==> src/hw/rtl/table_geo_point_distance_macros.svh <==
// ---------------------------------------------------------------------------
// Assertion macros for the table_geo_point_distance block
// Implication checks, with and without the reset qualifier.
// ---------------------------------------------------------------------------
`ifndef TABLE_GEO_POINT_DISTANCE_MACROS_SVH
`define TABLE_GEO_POINT_DISTANCE_MACROS_SVH

`ifndef SYNTHESIS
`define TGPD_ASSERT_IMPL(label, ante, cons) \
  label: assert property (@(posedge clk) disable iff (!rst_n) (ante) |-> (cons)) \
    else $error("tgpd assertion failed");
`define TGPD_ASSERT_NEXT(label, ante, cons) \
  label: assert property (@(posedge clk) (ante) |=> (cons)) \
    else $error("tgpd assertion failed");
`else
`define TGPD_ASSERT_IMPL(label, ante, cons)
`define TGPD_ASSERT_NEXT(label, ante, cons)
`endif

`endif

==> src/hw/rtl/tgpd_pkg.sv <==
// ---------------------------------------------------------------------------
// tgpd_pkg
// Constants, widths and degree-length tables of the point distance block.
// ---------------------------------------------------------------------------
`timescale 1ns / 1ps

package tgpd_pkg;

  localparam int FRAC_BITS = 16;
  localparam int COORD_W   = 23;
  localparam int SUM_W     = COORD_W + 1;
  localparam int FB1       = FRAC_BITS + 1;
  localparam int IDX_W     = SUM_W - FB1;
  localparam int TAB_W     = 11;
  localparam int LEN_W     = TAB_W + FB1;
  localparam int LEG_FRAC  = 6;
  localparam int LEG_W     = 32;
  localparam int SQ_W      = 2 * LEG_W;
  localparam int ROOT_W    = SQ_W / 2;
  localparam int DIST_W    = 24;
  localparam int LEG_SHR   = 2 * FRAC_BITS + 1 - LEG_FRAC - 2;
  localparam int LAT_LAST  = 90;
  localparam int LON_LAST  = 89;

  localparam logic [TAB_W-1:0] LAT_TAB [91] = '{
    11'd1113, 11'd1113, 11'd1113, 11'd1112, 11'd1111, 11'd1109, 11'd1107, 11'd1105,
    11'd1102, 11'd1100, 11'd1096, 11'd1093, 11'd1089, 11'd1085, 11'd1080, 11'd1076,
    11'd1070, 11'd1065, 11'd1059, 11'd1053, 11'd1046, 11'd1040, 11'd1033, 11'd1025,
    11'd1018, 11'd1010, 11'd1001, 11'd993,  11'd984,  11'd974,  11'd965,  11'd955,
    11'd945,  11'd935,  11'd924,  11'd913,  11'd902,  11'd890,  11'd878,  11'd866,
    11'd854,  11'd841,  11'd829,  11'd815,  11'd802,  11'd788,  11'd775,  11'd761,
    11'd746,  11'd732,  11'd717,  11'd702,  11'd687,  11'd671,  11'd656,  11'd640,
    11'd624,  11'd608,  11'd591,  11'd575,  11'd558,  11'd541,  11'd524,  11'd507,
    11'd489,  11'd472,  11'd454,  11'd436,  11'd418,  11'd400,  11'd382,  11'd364,
    11'd345,  11'd326,  11'd308,  11'd289,  11'd270,  11'd251,  11'd232,  11'd213,
    11'd194,  11'd175,  11'd155,  11'd136,  11'd117,  11'd97,   11'd78,   11'd58,
    11'd39,   11'd19,   11'd0
  };

  localparam logic [TAB_W-1:0] LON_TAB [90] = '{
    11'd1106, 11'd1106, 11'd1106, 11'd1106, 11'd1106, 11'd1106, 11'd1106, 11'd1106,
    11'd1106, 11'd1106, 11'd1106, 11'd1106, 11'd1106, 11'd1106, 11'd1106, 11'd1107,
    11'd1107, 11'd1107, 11'd1107, 11'd1107, 11'd1107, 11'd1107, 11'd1107, 11'd1108,
    11'd1108, 11'd1108, 11'd1108, 11'd1108, 11'd1108, 11'd1108, 11'd1109, 11'd1109,
    11'd1109, 11'd1109, 11'd1109, 11'd1110, 11'd1110, 11'd1110, 11'd1110, 11'd1110,
    11'd1110, 11'd1111, 11'd1111, 11'd1111, 11'd1111, 11'd1111, 11'd1112, 11'd1112,
    11'd1112, 11'd1112, 11'd1112, 11'd1113, 11'd1113, 11'd1113, 11'd1113, 11'd1113,
    11'd1114, 11'd1114, 11'd1114, 11'd1114, 11'd1114, 11'd1114, 11'd1115, 11'd1115,
    11'd1115, 11'd1115, 11'd1115, 11'd1115, 11'd1115, 11'd1116, 11'd1116, 11'd1116,
    11'd1116, 11'd1116, 11'd1116, 11'd1116, 11'd1116, 11'd1116, 11'd1117, 11'd1117,
    11'd1117, 11'd1117, 11'd1117, 11'd1117, 11'd1117, 11'd1117, 11'd1117, 11'd1117,
    11'd1117, 11'd1117
  };

  // Past the last entry every latitude reads as zero length.
  function automatic logic [TAB_W-1:0] lat_len(input logic [IDX_W:0] idx);
    logic [TAB_W-1:0] v;
    v = '0;
    if (idx <= (IDX_W+1)'(LAT_LAST)) begin
      v = LAT_TAB[idx[IDX_W-1:0]];
    end
    return v;
  endfunction

  // Indexes beyond the last entry clamp to it.
  function automatic logic [TAB_W-1:0] lon_len(input logic [IDX_W:0] idx);
    logic [TAB_W-1:0] v;
    v = LON_TAB[LON_LAST];
    if (idx < (IDX_W+1)'(LON_LAST)) begin
      v = LON_TAB[idx[IDX_W-1:0]];
    end
    return v;
  endfunction

endpackage

==> src/hw/rtl/tgpd_leg.sv <==
// ---------------------------------------------------------------------------
// tgpd_leg
// One leg: coordinate difference times degree length, scaled to metres
// with six fraction bits and capped, in three stages.
// ---------------------------------------------------------------------------
`timescale 1ns / 1ps

module tgpd_leg
  import tgpd_pkg::*;
(
  input  logic               clk,
  input  logic               rst_n,
  input  logic               en,
  input  logic               in_v,
  input  logic [COORD_W-1:0] diff,
  input  logic [LEN_W-1:0]   len,
  output logic               out_v,
  output logic [LEG_W-1:0]   leg
);

  localparam int LO_W   = 12;
  localparam int HI_W   = COORD_W - LO_W;
  localparam int PROD_W = COORD_W + LEN_W;
  localparam int SCL_W  = PROD_W + 5;
  localparam logic [SCL_W-1:0] LEG_CAP = SCL_W'(64'd1 << (25 + LEG_FRAC));

  logic [2:0]             v_r;
  logic [LO_W+LEN_W-1:0]  p_lo_r;
  logic [HI_W+LEN_W-1:0]  p_hi_r;
  logic [PROD_W-1:0]      prod_r;
  logic [LEG_W-1:0]       leg_r;
  logic [SCL_W-1:0]       scl, shr;

  // Times 25 as 16 + 8 + 1.
  assign scl = ({5'b0, prod_r} << 4) + ({5'b0, prod_r} << 3) + {5'b0, prod_r};
  assign shr = scl >> LEG_SHR;

  always_ff @(posedge clk) begin
    if (!rst_n) begin
      v_r <= '0;
    end else if (en) begin
      v_r <= {v_r[1:0], in_v};
    end
  end

  always_ff @(posedge clk) begin
    if (en) begin
      p_lo_r <= diff[LO_W-1:0] * len;
      p_hi_r <= diff[COORD_W-1:LO_W] * len;
      prod_r <= PROD_W'(p_lo_r) + (PROD_W'(p_hi_r) << LO_W);
      leg_r  <= (shr > LEG_CAP) ? LEG_CAP[LEG_W-1:0] : shr[LEG_W-1:0];
    end
  end

  assign out_v = v_r[2];
  assign leg   = leg_r;

endmodule

==> config.mk <==
export PLATFORM = sky130hd
export DESIGN_NAME = tgpd_leg
export DESIGN_NICKNAME = d
export VERILOG_FILES = /design/src/hw/rtl/table_geo_point_distance_macros.svh /design/src/hw/rtl/tgpd_pkg.sv /design/src/hw/rtl/tgpd_leg.sv
export SDC_FILE = /design/constraint.sdc
export NUM_CORES = 2
export LEC_CHECK = 0
export ABC_CLOCK_PERIOD_IN_PS = 18200
export BUFFER_PORTS_ARGS = -buffer_cell sky130_fd_sc_hd__buf_2
export CAP_MARGIN = 10
export CORE_MARGIN = 2
export CORE_UTILIZATION = 50
export DETAILED_ROUTE_END_ITERATION = 6
export PLACE_DENSITY = 0.71
export SLEW_MARGIN = 20
export SYNTH_ARGS = -nofsm -noshare
export SYNTH_HDL_FRONTEND = slang
export SYNTH_SLANG_ARGS = --single-unit
==> constraint.sdc <==
create_clock -name clk -period 18.2 [get_ports clk]
set_clock_uncertainty 0.2 [all_clocks]
set_input_delay 0 -clock clk [delete_from_list [all_inputs] [get_ports clk]]
set_output_delay 0 -clock clk [all_outputs]
set_load 0.03 [all_outputs]
==> results by stage <==
Global route:
- The number of global-route vias before repair is 22.8k.
- The total track usage is 23.6%.
- The number of antenna violations at the first check in global routing is 0.
- For this run the aggregate overflow at the end of global routing stands at 0.
- The maximum number of pins on one net before global-route repair is 87.
- The first global-routing pass estimated 115000 um of wire.

Synth:
- Yosys mapped a number of flops with a built-in enable equal to 161.
- The proportion of synthesized chip area in sequential cells is 16.7%.
- By count the netlist is led by sky130_fd_sc_hd__fa_1 (541), sky130_fd_sc_hd__inv_1 (516), sky130_fd_sc_hd__nand2_1 (503).
- The post-synthesis register bit count is 164.
- The cell count after synthesis is 3049.
- The share of synthesized area in the top cell type comes to 37.0%.
- The fraction of synthesis flops using an asynchronous set or reset pin is 0%.
- The most common cell in the netlist is sky130_fd_sc_hd__fa_1.
- By area the synthesized netlist is led by sky130_fd_sc_hd__fa_1 (37%), sky130_fd_sc_hd__edfxtp_1 (17%), sky130_fd_sc_hd__ha_1 (10%).
- For this run, the leading register cell type out of synthesis is sky130_fd_sc_hd__edfxtp_1.
- The synthesized design spends more area on one cell type than any other, namely sky130_fd_sc_hd__fa_1.
- Averaged over all synthesized cells, the footprint is 9.60 um2.
- The cell area after technology mapping is 29300 um2.
- For this run, the number of Yosys warnings is 0.
- The post-synth net total is 3881.
- The synthesized netlist contains 70 unique library cells.

Worst setup path:
- The largest fanout on the critical path is 23.
- The slowest library cell on the worst path is sky130_fd_sc_hd__fa_1.
- The worst setup path is captured at a flip-flop.
- At the worst endpoint, the required time is 18.18 ns.
- The type of origin of the critical path is an input pin.
- Tracing the worst setup path back leads to its startpoint at len[0].
- The category of the critical setup timing path is input pin to flip-flop.
- The number of cells on the worst reg-to-reg path is 11.
- The startpoint identified for the worst register-to-register timing path is prod_r[7].
- Among the stages of the critical path, the cell type that occurs most often is sky130_fd_sc_hd__fa_1.
- In this run the number of cells on the critical path is 22.
- Walking the worst path, the cells encountered are dlygate4sd3_1 -> buf_2 -> nand2_1 -> fa_1 -> fa_1 -> inv_1 -> fa_1 -> fa_1 -> inv_1 -> fa_1 -> inv_1 -> ha_1 -> a21o_1 -> a21oi_1 -> nor2b_1 -> a2111oi_2 -> a21o_1 -> nand2_1 -> a31oi_1 -> o21ai_1 -> a221oi_1 -> xnor2_1.
- The end point of the critical path is p_lo_r[33].
- Data arrives at the worst endpoint at 6.05 ns.
- The critical path's top delay family is adder cells.
- Counting both buffers and inverters, the worst setup path holds a total of 5.
- The worst register-to-register path has a setup slack of 14.07 ns.
- The delay of the slowest cell on the worst path is 0.54 ns.
- The capturing point of the worst reg2reg path is leg[28].

Route:
- The wire length per cell is 17.9 um.
- The first routing iteration left 1158 violations.
- The routed wire length is 67800 um.
- The via density per instance is 5.51.
- The routed metal-1 wirelength is 29500 um.
- The highest metal layer used by the detailed router is met4.
- The first detailed-routing pass took 5 iterations.
- The total vias in the final route is 20.9k.
- Wire segments on met2 add up to 31700 um in the final route.
- The detail route stage leaves a number of antenna-violating nets equal to 0.
- In the detailed route, the total length drawn on met3 is 4980 um.
- The count of unresolved DRC violations after routing is 0.

Timing:
- The final critical path takes up 33.4% of the cycle.
- The headroom to the max-slew limit is 38.8%.
- The max-slew violation count is 0.
- The total of endpoints with negative setup slack in the final report is 0.
- After layout, the minimum clock period comes to 6.07 ns.
- Setup repair after global routing left no endpoint under its margin.
- The actual slew at the worst max-slew pin is 0.917 ns.
- Summed over all failing endpoints, the final setup total negative slack is 0 ns.
- Static timing analysis puts the maximum clock frequency at 165 MHz.
- The hold violation total from the final report came to 0.

Min path:
- The worst hold path class is input pin to flip-flop.

Floorplanning:
- The height of the die is 246 um.
- The core footprint is 57800 um2.
- Row generation in the floorplan step produced 88 rows.
- Once the floorplan was initialized, standard cells occupied 50.6% of the core.
- The overall die width is 246 um.
- The number of placed I/O pins is 88.
- The die covers 60500 um2.

CTS:
- In this run the deepest clock path goes through 2 buffers.
- The clock-pin slew of the registers on the worst-case setup and hold paths is 0.07 ns.
- The setup fix buffers added after clock tree synthesis is 0.
- The H-tree depth is 4.
- The post-cts gate resize count is 0.
- TritonCTS built the clock tree.
- The clock drives 164 sinks.
- The number of buffers created by CTS is 17.
- The later pin in the worst-skew pair is clocked with a latency of 0.44 ns.
- The cell sitting at the root of the clock tree is a sky130_fd_sc_hd__clkbuf_16.

Cells and area:
- The post-synthesis to final-layout area growth is 5.06%.
- In the final design database the tool counted 3850 nets.
- The number of antenna repair diodes is 0.
- Of the cells placed in the final design, the portion with a size suffix greater than 1 is 4.85%.

Place:
- The final HPWL from detailed placement is 54100 um.
- The count of buffers added on input and output ports is 86.
- The weighted congestion at the end of routability-driven global placement is 0.907.

Run:
- The max-cap check violation count is 0.

Outcome:
- The flow ran to the end, and the final reports show no timing, DRC or antenna violations.
what timing repair did:
| action | in CTS | in global routing |
|---|---|---|
| hold endpoints to repair | 87 | 0 |
| hold buffers | 4 | 0 |
| endpoints found under the setup margin | 0 | 0 |
worst register-to-register path, cell delays in order (launching register included):
cell and delay [ns]:
sky130_fd_sc_hd__edfxtp_1 0.49, sky130_fd_sc_hd__fa_1 0.53, sky130_fd_sc_hd__ha_1 0.34, sky130_fd_sc_hd__o21a_1 0.13, sky130_fd_sc_hd__o211ai_1 0.10, sky130_fd_sc_hd__o31ai_1 0.71, sky130_fd_sc_hd__a21oi_2 0.21, sky130_fd_sc_hd__and2_1 0.26
sky130_fd_sc_hd__nor2b_2 0.17, sky130_fd_sc_hd__a21oi_1 0.13, sky130_fd_sc_hd__o41ai_1 0.48, sky130_fd_sc_hd__xor2_1 0.11
cells in the final DEF (no fill, tap or decap), types with 5 or more instances in the layout:
| cell | instances |
|---|---|
| sky130_fd_sc_hd__a21o_1 | 73 |
| sky130_fd_sc_hd__a21oi_1 | 134 |
| sky130_fd_sc_hd__a31o_2 | 6 |
| sky130_fd_sc_hd__a31oi_1 | 18 |
| sky130_fd_sc_hd__and2_1 | 214 |
| sky130_fd_sc_hd__and3_1 | 19 |
| sky130_fd_sc_hd__and4_1 | 8 |
| sky130_fd_sc_hd__buf_2 | 85 |
| sky130_fd_sc_hd__clkbuf_16 | 17 |
| sky130_fd_sc_hd__edfxtp_1 | 161 |
| sky130_fd_sc_hd__fa_1 | 541 |
| sky130_fd_sc_hd__ha_1 | 236 |
| sky130_fd_sc_hd__inv_1 | 516 |
| sky130_fd_sc_hd__inv_6 | 5 |
| sky130_fd_sc_hd__inv_8 | 5 |
| sky130_fd_sc_hd__nand2_1 | 503 |
| sky130_fd_sc_hd__nand2b_1 | 11 |
| sky130_fd_sc_hd__nand3_1 | 21 |
| sky130_fd_sc_hd__nand4_1 | 20 |
| sky130_fd_sc_hd__nor2_1 | 62 |
| sky130_fd_sc_hd__nor2b_1 | 23 |
| sky130_fd_sc_hd__nor3_1 | 21 |
| sky130_fd_sc_hd__o211ai_1 | 7 |
| sky130_fd_sc_hd__o21a_1 | 19 |
| sky130_fd_sc_hd__o21ai_0 | 49 |
| sky130_fd_sc_hd__o21ai_1 | 13 |
| sky130_fd_sc_hd__o21bai_1 | 16 |
| sky130_fd_sc_hd__o31a_1 | 5 |
| sky130_fd_sc_hd__o31ai_1 | 6 |
| sky130_fd_sc_hd__xnor2_1 | 85 |
| sky130_fd_sc_hd__xor2_1 | 49 |
flip-flops by register name, indices dropped and copies added, names as in the netlist:
register,count
p_lo_r,40
p_hi_r,39
v_r,3
leg,31
prod_r,51
through the flow:
| stage | setup slack (ns) | hold WS [ns] | area, um2 | instances | util, % |
|---|---|---|---|---|---|
| after floorplan | 12.46 | -0.0875 | 29300 | 3049 | - |
| after global placement | 12.01 | 0.0306 | 30100 | 3760 | 52.1 |
| after detailed placement | 11.86 | 0.0461 | 30100 | 3760 | 52.1 |
| after CTS | 12.22 | 0.0644 | 30800 | 3796 | 53.2 |
| after global routing | 11.83 | 0.0961 | 30800 | 3796 | 53.2 |
| final | 12.13 | 0.0865 | 30800 | 3796 | 53.2 |
area by class of cell:
| cell class | count | area (um2) |
|---|---|---|
| fill | 5119 | 27000 |
| tap | 765 | 957 |
| inverter | 516 | 1940 |
| clock inverter | 15 | 160 |
| clock buffer | 17 | 425 |
| timing repair buffer | 91 | 484 |
| sequential | 164 | 4890 |
| multi-input combinational | 2228 | 21900 |
worst min path at each step:
stage	slack [ns]	to	depth (start not counted)	from
after global routing	0.1	p_hi_r[0]	2	diff[12]
after floorplan	-0.09	leg[0]	0	en
after CTS	0.06	p_lo_r[0]	2	diff[0]
after detailed placement	0.05	v_r[0]	2	rst_n
final	0.09	p_lo_r[0]	2	diff[0]
after global placement	0.03	v_r[1]	2	rst_n
layer usage:
layer,up-vias,global-route usage (%)
li1,9526,-
met4,0,7.02
met5,-,0
met1,10418,32.2
met2,846,39.0
met3,133,3.55
logic make-up (layout without fill, tap and decap cells):
| kind of cell | count (synthesis) | after routing | share of synthesized area [%] |
|---|---|---|---|
| and+or+nand+nor | 916 | 916 | 14.7 |
| AOI/OAI and AO/OA | 397 | 397 | 8.86 |
| DFF | 164 | 164 | 16.7 |
| other | 1 | 1 | 0.0128 |
| buffers and inverters | 657 | 639 | 8.48 |
| xor gates and xnor gates | 134 | 134 | 4.01 |
| muxes | 3 | 3 | 0.103 |
| adders and majority gates | 777 | 777 | 47.1 |
Power is left out: the tool's default activity adds up to more than one toggle a clock period on the data nets, which glitch-free logic cannot reach.
